`src/hdl/mpps_pkg.sv`:
```
package mpps_pkg;

  localparam int DefPorts     = 4;
  localparam int DefTimeBits  = 16;
  localparam int DefCountBits = 8;

  // fixed field widths of the stream payload
  localparam int FuncW     = 2;
  localparam int PortW     = 2;
  localparam int TimeInW   = 16;
  localparam int CountInW  = 8;
  localparam int MaskW     = 4;
  localparam int InDataW   = 48;
  localparam int OutDataW  = 24;

  typedef enum logic [FuncW-1:0] {
    FUNC_TICK    = 2'd0,
    FUNC_PULSE   = 2'd1,
    FUNC_PATTERN = 2'd2,
    FUNC_STOP    = 2'd3
  } func_t;

  // per-port request, already qualified by the pipeline advance
  typedef struct packed {
    logic tick;
    logic pulse;
    logic pattern;
    logic stop;
    logic hard;
  } port_req_t;

  // per-port status and motor commands for the current transaction
  typedef struct packed {
    logic running;
    logic start;
    logic soft_stop;
    logic hard_halt;
  } port_cmd_t;

endpackage

```
`src/hdl/mpps_port.sv`:
```
module mpps_port
  import mpps_pkg::*;
#(
  parameter int TIME_BITS  = DefTimeBits,
  parameter int COUNT_BITS = DefCountBits
) (
  input  logic                  clk,
  input  logic                  rst,
  input  port_req_t             req,
  input  logic [TIME_BITS-1:0]  on_time,
  input  logic [TIME_BITS-1:0]  off_time,
  input  logic [COUNT_BITS-1:0] pulse_count,
  output port_cmd_t             cmd
);

  logic                  active, active_next;
  logic                  on_stage, on_stage_next;
  logic                  running, running_next;
  logic                  hard_end, hard_end_next;
  logic [TIME_BITS-1:0]  phase_left, phase_left_next, phase_dec;
  logic [TIME_BITS-1:0]  on_len, on_len_next;
  logic [TIME_BITS-1:0]  off_len, off_len_next;
  logic [COUNT_BITS-1:0] pulses_rem, pulses_rem_next, pulses_dec;
  logic                  start_cmd, soft_cmd, hard_cmd;

  assign phase_dec  = (phase_left != '0) ? phase_left - TIME_BITS'(1) : phase_left;
  assign pulses_dec = (pulses_rem != '0) ? pulses_rem - COUNT_BITS'(1) : pulses_rem;

  always_comb begin
    active_next     = active;
    on_stage_next   = on_stage;
    running_next    = running;
    hard_end_next   = hard_end;
    phase_left_next = phase_left;
    on_len_next     = on_len;
    off_len_next    = off_len;
    pulses_rem_next = pulses_rem;
    start_cmd       = 1'b0;
    soft_cmd        = 1'b0;
    hard_cmd        = 1'b0;

    if (req.tick && active) begin
      if (phase_dec != '0) begin
        phase_left_next = phase_dec;
      end else if (on_stage) begin
        if (pulses_dec == '0) begin
          // last on phase done: end of train
          active_next     = 1'b0;
          on_stage_next   = 1'b0;
          pulses_rem_next = '0;
          phase_left_next = phase_dec;
          if (running) begin
            running_next = 1'b0;
            hard_cmd     = hard_end;
            soft_cmd     = !hard_end;
          end
        end else begin
          pulses_rem_next = pulses_dec;
          if (off_len != '0) begin
            on_stage_next   = 1'b0;
            phase_left_next = off_len;
            if (running) begin
              running_next = 1'b0;
              soft_cmd     = 1'b1;
            end
          end else begin
            phase_left_next = on_len;
          end
        end
      end else begin
        on_stage_next   = 1'b1;
        phase_left_next = on_len;
        if (!running) begin
          running_next = 1'b1;
          start_cmd    = 1'b1;
        end
      end
    end

    if (req.pulse && active && on_stage && pulses_rem == COUNT_BITS'(1) &&
        off_len == '0) begin
      // extend a running continuous pulse
      if (on_time > phase_left) phase_left_next = on_time;
      if (!running) begin
        running_next = 1'b1;
        start_cmd    = 1'b1;
      end
    end else if (req.pulse || req.pattern) begin
      on_len_next     = on_time;
      off_len_next    = req.pattern ? off_time : '0;
      pulses_rem_next = req.pattern ? pulse_count : COUNT_BITS'(1);
      hard_end_next   = req.pattern ? req.hard : 1'b1;
      active_next     = 1'b1;
      on_stage_next   = 1'b1;
      phase_left_next = on_time;
      if (!running) begin
        running_next = 1'b1;
        start_cmd    = 1'b1;
      end
    end

    if (req.stop) begin
      active_next     = 1'b0;
      on_stage_next   = 1'b0;
      pulses_rem_next = '0;
      if (running) begin
        running_next = 1'b0;
        hard_cmd     = req.hard;
        soft_cmd     = !req.hard;
      end
    end
  end

  always_ff @(posedge clk) begin
    if (rst) begin
      active   <= 1'b0;
      on_stage <= 1'b0;
      running  <= 1'b0;
      hard_end <= 1'b0;
    end else begin
      active   <= active_next;
      on_stage <= on_stage_next;
      running  <= running_next;
      hard_end <= hard_end_next;
    end
    phase_left <= phase_left_next;
    on_len     <= on_len_next;
    off_len    <= off_len_next;
    pulses_rem <= pulses_rem_next;
  end

  assign cmd.running   = running_next;
  assign cmd.start     = start_cmd;
  assign cmd.soft_stop = soft_cmd;
  assign cmd.hard_halt = hard_cmd;

endmodule

```
`src/hdl/multi_port_pulse_pattern_sequencer.sv`:
```
// a transaction passes through the input register, then the result register
// throughput: one transaction per cycle unless the result side stalls; each input gives exactly one result
// all ports update in parallel in the cycle the input register moves to the result register
// reset (rst, synchronous) stops all trains, clears motor state and empties both registers
module multi_port_pulse_pattern_sequencer
  import mpps_pkg::*;
#(
  parameter int PORTS      = DefPorts,
  parameter int TIME_BITS  = DefTimeBits,
  parameter int COUNT_BITS = DefCountBits
) (
  input  logic                clk,
  input  logic                rst,
  input  logic                s_tvalid,
  output logic                s_tready,
  input  logic [InDataW-1:0]  s_tdata,  // port, on_time, off_time, pulse_count, hard
  input  logic [FuncW-1:0]    s_tuser,  // func
  output logic                m_tvalid,
  input  logic                m_tready,
  output logic [OutDataW-1:0] m_tdata   // accepted, motor_on_mask, start_mask,
                                        // soft_stop_mask, hard_stop_mask
);

  localparam logic [31:0] TimeMax  = 32'((64'd1 << TIME_BITS) - 64'd1);
  localparam logic [31:0] CountMax = 32'((64'd1 << COUNT_BITS) - 64'd1);

  // input register
  logic                in_valid;
  func_t               in_func;
  logic [PortW-1:0]    in_port;
  logic [TimeInW-1:0]  in_on;
  logic [TimeInW-1:0]  in_off;
  logic [CountInW-1:0] in_count;
  logic                in_hard;

  logic advance;
  logic [31:0] on_ext, off_ext, count_ext;
  logic [TIME_BITS-1:0]  on_sat, off_sat;
  logic [COUNT_BITS-1:0] count_sat;
  logic port_ok, accepted;

  port_cmd_t cmd [PORTS];
  logic [MaskW-1:0] run_mask, start_mask, soft_mask, hard_mask;

  assign advance  = in_valid && (!m_tvalid || m_tready);
  assign s_tready = !in_valid || advance;

  always_ff @(posedge clk) begin
    if (rst) begin
      in_valid <= 1'b0;
    end else if (s_tready) begin
      in_valid <= s_tvalid;
    end
    if (s_tvalid && s_tready) begin
      in_func  <= func_t'(s_tuser);
      in_port  <= s_tdata[1:0];
      in_on    <= s_tdata[17:2];
      in_off   <= s_tdata[33:18];
      in_count <= s_tdata[41:34];
      in_hard  <= s_tdata[42];
    end
  end

  // saturate to the configured counter widths
  assign on_ext    = 32'(in_on);
  assign off_ext   = 32'(in_off);
  assign count_ext = 32'(in_count);
  assign on_sat    = (on_ext > TimeMax) ? '1 : on_ext[TIME_BITS-1:0];
  assign off_sat   = (off_ext > TimeMax) ? '1 : off_ext[TIME_BITS-1:0];
  assign count_sat = (count_ext > CountMax) ? '1 : count_ext[COUNT_BITS-1:0];

  assign port_ok = 32'(in_port) < 32'(PORTS);

  always_comb begin
    case (in_func)
      FUNC_TICK:    accepted = 1'b1;
      FUNC_PULSE:   accepted = port_ok && (in_on != '0);
      FUNC_PATTERN: accepted = port_ok && (in_on != '0) && (in_count != '0);
      FUNC_STOP:    accepted = port_ok;
      default:      accepted = 1'b0;
    endcase
  end

  for (genvar p = 0; p < PORTS; p++) begin : g_port
    port_req_t req;
    logic      sel;

    assign sel         = advance && accepted && (32'(in_port) == 32'(p));
    assign req.tick    = advance && (in_func == FUNC_TICK);
    assign req.pulse   = sel && (in_func == FUNC_PULSE);
    assign req.pattern = sel && (in_func == FUNC_PATTERN);
    assign req.stop    = sel && (in_func == FUNC_STOP);
    assign req.hard    = in_hard;

    mpps_port #(
      .TIME_BITS  (TIME_BITS),
      .COUNT_BITS (COUNT_BITS)
    ) u_port (
      .clk         (clk),
      .rst         (rst),
      .req         (req),
      .on_time     (on_sat),
      .off_time    (off_sat),
      .pulse_count (count_sat),
      .cmd         (cmd[p])
    );
  end

  // only the first four ports show in the masks
  for (genvar b = 0; b < MaskW; b++) begin : g_mask
    if (b < PORTS) begin : g_on
      assign run_mask[b]   = cmd[b].running;
      assign start_mask[b] = cmd[b].start;
      assign soft_mask[b]  = cmd[b].soft_stop;
      assign hard_mask[b]  = cmd[b].hard_halt;
    end else begin : g_off
      assign run_mask[b]   = 1'b0;
      assign start_mask[b] = 1'b0;
      assign soft_mask[b]  = 1'b0;
      assign hard_mask[b]  = 1'b0;
    end
  end

  // result register
  always_ff @(posedge clk) begin
    if (rst) begin
      m_tvalid <= 1'b0;
    end else if (advance) begin
      m_tvalid <= 1'b1;
    end else if (m_tready) begin
      m_tvalid <= 1'b0;
    end
    if (advance) begin
      m_tdata <= {7'd0, hard_mask, soft_mask, start_mask, run_mask, accepted};
    end
  end

endmodule

```
`config.mk`:
```
export PLATFORM = sky130hd
export DESIGN_NAME = multi_port_pulse_pattern_sequencer
export DESIGN_NICKNAME = d
export VERILOG_FILES = /design/src/hdl/mpps_pkg.sv /design/src/hdl/mpps_port.sv /design/src/hdl/multi_port_pulse_pattern_sequencer.sv
export SDC_FILE = /design/constraint.sdc
export NUM_CORES = 1
export LEC_CHECK = 0
export BUFFER_PORTS_ARGS = -buffer_cell sky130_fd_sc_hd__buf_2
export CAP_MARGIN = 20
export CORE_MARGIN = 5
export CORE_UTILIZATION = 55
export DETAILED_ROUTE_END_ITERATION = 8
export HOLD_SLACK_MARGIN = 0.06
export PLACE_DENSITY = 0.74
export SLEW_MARGIN = 30
export SYNTH_ARGS = -nofsm -noshare
export SYNTH_HDL_FRONTEND = slang
export SYNTH_SLANG_ARGS = --single-unit
```
`constraint.sdc`:
```
create_clock -name clk -period 6.3 [get_ports clk]
set_input_delay 0.315 -clock clk [delete_from_list [all_inputs] [get_ports clk]]
set_output_delay 0.315 -clock clk [all_outputs]
set_load 0.01 [all_outputs]
```
Yosys cells after proc, flatten, opt, wreduce, memory -nomap -nowiden
Cells that the tools add are included.
{"block": "op_classes", "bitwise_logic": 4, "eq_ne": 10, "reduce_logical": 92, "shifts": 0, "add_sub_neg": 8, "muxes": 262, "n_mul": 0, "n_div": 0, "magnitude_cmp": 7}
{"cell": "$mux 16", "count": 38}
{"cell": "$mux 8", "count": 33}
{"cell": "$reduce_bool 16->1", "count": 13}
{"cell": "$mux 1", "count": 190}
{"cell": "$gt 16x16->1", "count": 4}
{"cell": "$logic_not 16->1", "count": 4}
{"cell": "$sub 16x1->16 const B", "count": 4}
{"cell": "$logic_and 1x1->1", "count": 41}
{"cell": "$reduce_bool 8->1", "count": 5}
{"cell": "$eq 8x1->1 const B", "count": 4}
{"cell": "$gt 16x16->1 const B", "count": 2}
{"cell": "$logic_not 8->1", "count": 4}
{"cell": "$sub 8x1->8 const B", "count": 4}
{"cell": "$reduce_or 2->1", "count": 5}
{"cell": "$eq 2x2->1 const B", "count": 4}
{"cell": "$gt 8x8->1 const B", "count": 1}
{"cell": "$reduce_and 2->1", "count": 4}
{"cell": "$logic_not 1->1", "count": 7}
{"cell": "$logic_or 1x1->1", "count": 6}
{"cell": "$eq 2x1->1 const B", "count": 2}
{"cell": "$logic_not 2->1", "count": 2}
{"cell": "$not 1->1", "count": 4}
{"cell": "$pmux 1 s3", "count": 1}
{"cell": "$reduce_bool 2->1", "count": 1}
{"block": "word_totals", "out_inout_bits": 26, "ram_bits": 0, "register_bits": 304, "memories": 0, "romBits": 0, "inputBits": 54, "word_cells": 424, "latch_bits": 0}

Logic depth before layout (Yosys ltp)
{"block": "depth", "ltp_word": 13, "mapped_depth": 13, "mapped_depth_nobuf": 12}

Modules after synthesis
A second synthesis with hierarchy kept.
{"block": "unflattened", "hier_cells": 1919, "area_unflattened_um2": 18859.3}
{"mod": "mpps_port at g_port[0].u_port ...", "area_per_inst_um2": 4115.2, "n_inst": 2, "seq_area_each_um2": 1521.5, "cells_each": 440}
{"mod": "mpps_port at g_port[2].u_port", "area_per_inst_um2": 4301.6, "n_inst": 1, "seq_area_each_um2": 1521.5, "cells_each": 466}
{"mod": "mpps_port at g_port[3].u_port", "area_per_inst_um2": 3996.3, "n_inst": 1, "seq_area_each_um2": 1521.5, "cells_each": 446}
{"mod": "multi_port_pulse_pattern_sequencer", "area_per_inst_um2": 2331.0, "n_inst": 1, "seq_area_each_um2": 1901.8, "cells_each": 127}

Least setup slack after synthesis
Ideal clock, no wire load.
{"block": "synth_path", "kind": "flip-flop to flip-flop", "from": "register g_port[0].u_port.pulses_rem[0]", "to": "register g_port[0].u_port.phase_left[7]", "setup_time_ns": 0.136, "path_slack_ns": 2.969, "stages_incl_launch_ff": 13, "arrival_ns": 3.195, "synth_period_minus_slack_ns": 3.331, "cell_sequence": "dfxtp_1 -> inv_1 -> ha_1 -> clkbuf_1 -> or4b_2 -> o22a_1 -> a221oi_1 -> a21oi_1 -> and2_0 -> clkbuf_1 -> a22o_1 -> a2111oi_0 -> a211oi_1"}
{"block": "synth_via", "elab_chain_len": 9, "elab_cells_between_ends": 14}
{"element": "start, declared", "line_no": "mpps_port.sv:23", "text": "logic [COUNT_BITS-1:0] pulses_rem, pulses_rem_next, pulses_dec;"}
{"element": "start signal, assigned", "line_no": "mpps_port.sv:129", "text": "pulses_rem <= pulses_rem_next;"}
{"element": "$sub 8x1->8 / $reduce_bool 8->1 (equally long branches)", "line_no": "mpps_port.sv:27", "text": "assign pulses_dec = (pulses_rem != '0) ? pulses_rem - COUNT_BITS'(1) : pulses_rem;"}
{"element": "$mux 8", "line_no": "mpps_port.sv:27"}
{"element": "$logic_not 8->1", "line_no": "mpps_port.sv:46", "text": "if (pulses_dec == '0) begin"}
{"element": "$mux 16", "line_no": "mpps_port.sv:46"}
{"element": "$mux 16", "line_no": "mpps_port.sv:45", "text": "end else if (on_stage) begin"}
{"element": "$mux 16", "line_no": "mpps_port.sv:43", "text": "if (phase_dec != '0) begin"}
{"element": "$mux 16", "line_no": "mpps_port.sv:42", "text": "if (req.tick && active) begin"}
{"element": "$mux 16, on equally long branches", "line_no": "mpps_port.sv:88, mpps_port.sv:83"}
{"element": "$mux 16 (*)", "line_no": "mpps_port.sv:80", "text": "if (req.pulse && active && on_stage && pulses_rem == COUNT_BITS'(1) &&"}
{"element": "net g_port[0].u_port.phase_left_next[7]", "line_no": "mpps_port.sv:20", "text": "logic [TIME_BITS-1:0] phase_left, phase_left_next, phase_dec;"}
{"element": "end signal, assigned", "line_no": "mpps_port.sv:126", "text": "phase_left <= phase_left_next;"}
{"element": "end, declared", "line_no": "mpps_port.sv:20"}
Mark *: on every way through the listed nets, which the timed path passes. The rest lies on a longest branch.
A chain may end at the register's enable or synchronous reset.

Worst setup path in the final report
{"block": "layout_path", "from": "register g_port[3].u_port.phase_left[0]", "to": "register g_port[3].u_port.phase_left[1]"}
{"block": "layout_via", "elab_chain_len": 8, "elab_cells_between_ends": 12}
{"element": "start, declared", "line_no": "mpps_port.sv:20"}
{"element": "start signal, assigned", "line_no": "mpps_port.sv:126"}
{"element": "$sub 16x1->16 / $reduce_bool 16->1 (equally long branches)", "line_no": "mpps_port.sv:26", "text": "assign phase_dec = (phase_left != '0) ? phase_left - TIME_BITS'(1) : phase_left;"}
{"element": "$mux 16", "line_no": "mpps_port.sv:26"}
{"element": "$mux 16", "line_no": "mpps_port.sv:46"}
{"element": "$mux 16", "line_no": "mpps_port.sv:45"}
{"element": "$mux 16", "line_no": "mpps_port.sv:43"}
{"element": "$mux 16", "line_no": "mpps_port.sv:42"}
{"element": "$mux 16, on equally long branches", "line_no": "mpps_port.sv:88, mpps_port.sv:83"}
{"element": "$mux 16 (*)", "line_no": "mpps_port.sv:80"}
{"element": "net g_port[3].u_port.phase_left_next[1]", "line_no": "mpps_port.sv:20"}
Marks and branches as above.

==> impl_metrics.env <==
export IMPL_syn_inst=1788
export IMPL_netlist_area_sq_mm=0.0175
export IMPL_yosysWarnings=0
export IMPL_hold_start="rst"
export IMPL_synth_edf_count=190
export IMPL_cts_repair_resized=0
export IMPL_yosys_top_cells_count="edfxtp_1, nand2_1, nor2_1, dfxtp_1, inv_1"
export IMPL_start_util_pct=55.5
export IMPL_rr_startpoint="g_port[3].u_port.phase_left[0]"
export IMPL_synth_top_area_share_pct=32.6
export IMPL_num_vias=15188
export IMPL_globalplace_congestion=1.02
export IMPL_required_ns=6.82
export IMPL_period_minus_slack_ns=4.08
export IMPL_setup_ws_ns=2.22
export IMPL_max_clock_path_buffers=3
export IMPL_maxSlewViolCount=0
export IMPL_max_vdd_ir_drop_mv=0.270
export IMPL_drc=0
export IMPL_hold_path_class="input pin to register"
export IMPL_die_area_sq_mm=0.0355
export IMPL_fillCellCount=2542
export IMPL_grt_ovfl_total=0
export IMPL_drt_wl_total_microns=54800
export IMPL_r2r_slack_ns=2.22
export IMPL_cts_root_buffer="clkbuf_16"
export IMPL_grt_max_degree=46
export IMPL_rsz0062_at_grt="false"
export IMPL_numCtsBuffers=31
export IMPL_status="completed"
export IMPL_clk_latency_ns=0.60
export IMPL_numPortBuffers=67
export IMPL_viasPerCell=6.55
export IMPL_period_share_pct=64.8
export IMPL_antenna_found_initial=0
export IMPL_hold_end="g_port[3].u_port.hard_end"
export IMPL_critPathMaxFanout=12
export IMPL_die_x_microns=188
export IMPL_nNetsFinal=2032
export IMPL_powerDensity_mw_per_mm2=308
export IMPL_max_freq_ghz=0.245
export IMPL_path_clk_slew_ns=0.07
export IMPL_slew_headroom_pct=36.2
export IMPL_cts_tree="yes"
export IMPL_cts_sinks=304
export IMPL_n_antenna_cell=0
export IMPL_r2r_end="g_port[3].u_port.phase_left[1]"
export IMPL_ys_async_sr_fraction_pct=0
export IMPL_dr_first_iter_drc_count=1760
export IMPL_critPathKind="register to register"
export IMPL_synth_area_leaders="edfxtp_1, dfxtp_1, ha_1"
export IMPL_critPathArrivalTime_ns=4.60
export IMPL_yosysMostFrequentCell="edfxtp_1"
export IMPL_power_leakage_nw=7.56
export IMPL_htreeDepth=1
export IMPL_r2r_cells=10
export IMPL_clock_skew_ns=0.0345
export IMPL_drive_gt1_share_pct=12.0
export IMPL_core_area_sq_mm=0.0315
export IMPL_area_growth_pct=13.2
export IMPL_fin_tns_setup_ns=0
export IMPL_cp_end_kind="register"
export IMPL_rows=65
export IMPL_preCtsSetupSlack_ns=2.25
export IMPL_ioPinCount=80
export IMPL_synth_top_cell_by_area="edfxtp_1"
export IMPL_hpwl_microns=39100
export IMPL_synth_ff_latch_count=304
export IMPL_wl_per_cell_microns=23.6
export IMPL_grt_pass1_wl_microns=84200
export IMPL_grt_pass1_vias=14479
export IMPL_die_height_microns=188
export IMPL_ys_dominant_reg_cell="edfxtp_1"
export IMPL_seq_area_frac_synth_pct=45.7
export IMPL_setup_viol=0
export IMPL_cp_start_kind="register"
export IMPL_max_slew_worst_pin_slew_ns=0.957
export IMPL_syn_avg_cell_area_sq_um=9.78
export IMPL_postRouteAntennaNets=0
export IMPL_grt_util_all_layers_pct=30.1
export IMPL_maxCapViolations=0
export IMPL_firstDrtPassIters=8
export IMPL_power_total_mw=6.10
export IMPL_ys_types=89
export IMPL_hold_viol_final=0
export IMPL_min_path_cells=2
[state kept, by name (all words and copies together) (netlist names)]
name and count:
g_port.u_port.off_len 64, g_port.u_port.on_len 64, g_port.u_port.phase_left 64, g_port.u_port.pulses_rem 32, m_tdata 17, in_off 16, in_on 16, in_count 8
g_port.u_port.active 4, g_port.u_port.hard_end 4, g_port.u_port.on_stage 4, g_port.u_port.running 4, in_func 2, in_port 2, in_hard 1, in_valid 1
m_tvalid 1
[critical path, cell delays in order (launching register included)]
cell and delay [ns]:
dfxtp_1 0.42, inv_1 0.13, ha_1 0.16, or4b_1 0.42, or4_1 0.58, mux2i_1 0.27, o2111ai_1 0.21, or4_1 0.65
nor3_4 0.74, a221oi_1 0.21, o21ai_1 0.21
[through the flow]
stage	util, %	hold slack, ns	std cells	area, sq um
after floorplan	-	0.414	1794	17500
after global placement	57.9	0.489	2215	18200
after detailed placement	57.9	0.492	2215	18200
after CTS	62.9	0.145	2320	19800
after global routing	62.9	0.155	2320	19800
final	62.9	0.158	2320	19800
[how the worst max path moves through the flow]
stage	cells past startpoint	slack [ns]	to	from
floorplan	12	2.97	g_port[0].u_port.phase_left[7]	g_port[0].u_port.pulses_rem[0]
global placement	10	2.29	g_port[1].u_port.phase_left[1]	g_port[1].u_port.pulses_rem[0]
detailed placement	10	2.25	g_port[1].u_port.phase_left[1]	g_port[1].u_port.pulses_rem[0]
CTS	10	2.23	g_port[1].u_port.phase_left[1]	g_port[1].u_port.pulses_rem[0]
global route	10	2.05	g_port[0].u_port.pulses_rem[7]	g_port[0].u_port.phase_left[0]
finish	10	2.22	g_port[3].u_port.phase_left[1]	g_port[3].u_port.phase_left[0]
[placed cells by master, fill, tap and decap left out, types with 10 or more instances in the layout]
cell / n
dfxtp_1: 114
xnor2_1: 38
clkbuf_16: 31
nand2b_1: 13
a21oi_1: 73
o31ai_1: 14
inv_1: 99
a31oi_1: 24
a211oi_1: 17
edfxtp_1: 190
ha_1: 85
and2_1: 80
or3_1: 29
a221oi_2: 10
nor4_1: 59
dlygate4sd3_1: 47
or2_2: 11
or4_1: 27
a22o_1: 25
nor2_1: 120
nor3_1: 62
mux2i_1: 28
nand4_1: 47
buf_2: 67
nand3_1: 43
a22oi_1: 34
nor2b_1: 17
mux2_2: 31
nand2_1: 126
buf_4: 30
o21ai_0: 85
o21ai_1: 28
[layer usage]
layer	global-route usage (%)	up-vias	part of all wire (%)
met2	50.3	779	47
met5	0	-	0
met1	39.3	7229	39
li1	-	7008	-
met4	12.7	0	5.1
met3	4.46	172	8.7
[cell families after synthesis]
family	share of synthesized area [%]
mux	3.66
flops	45.7
simple gates	22.0
xor+xnor	1.90
buf+inv	4.09
fa+ha+maj	6.08
other cells	0.0214
compound gates	16.5
[area by class of cell]
class	instances	area (sq um)	area share [%]
clock inverters	25	303	1.53
well taps	402	503	2.54
flip-flops and latches	304	7990	40.3
multi-input cells	1313	8820	44.5
clock buffers	33	783	3.96
repair buffers	144	1030	5.21
inverters	99	372	1.88
[power breakdown]
| part | internal (mW) | leakage [nW] | switching (mW) |
|---|---|---|---|
| combinational | 0.644 | 4.18 | 0.872 |
| clock | 1.15 | 0.517 | 0.823 |
| sequential | 2.29 | 2.86 | 0.319 |
| total | 4.09 | 7.56 | 2.01 |
[repair_timing]
item,CTS,global route
setup buffers,0,0
endpoints found under the hold margin,47,0
hold buffers,47,0
Power figures use the tool's default switching activity.
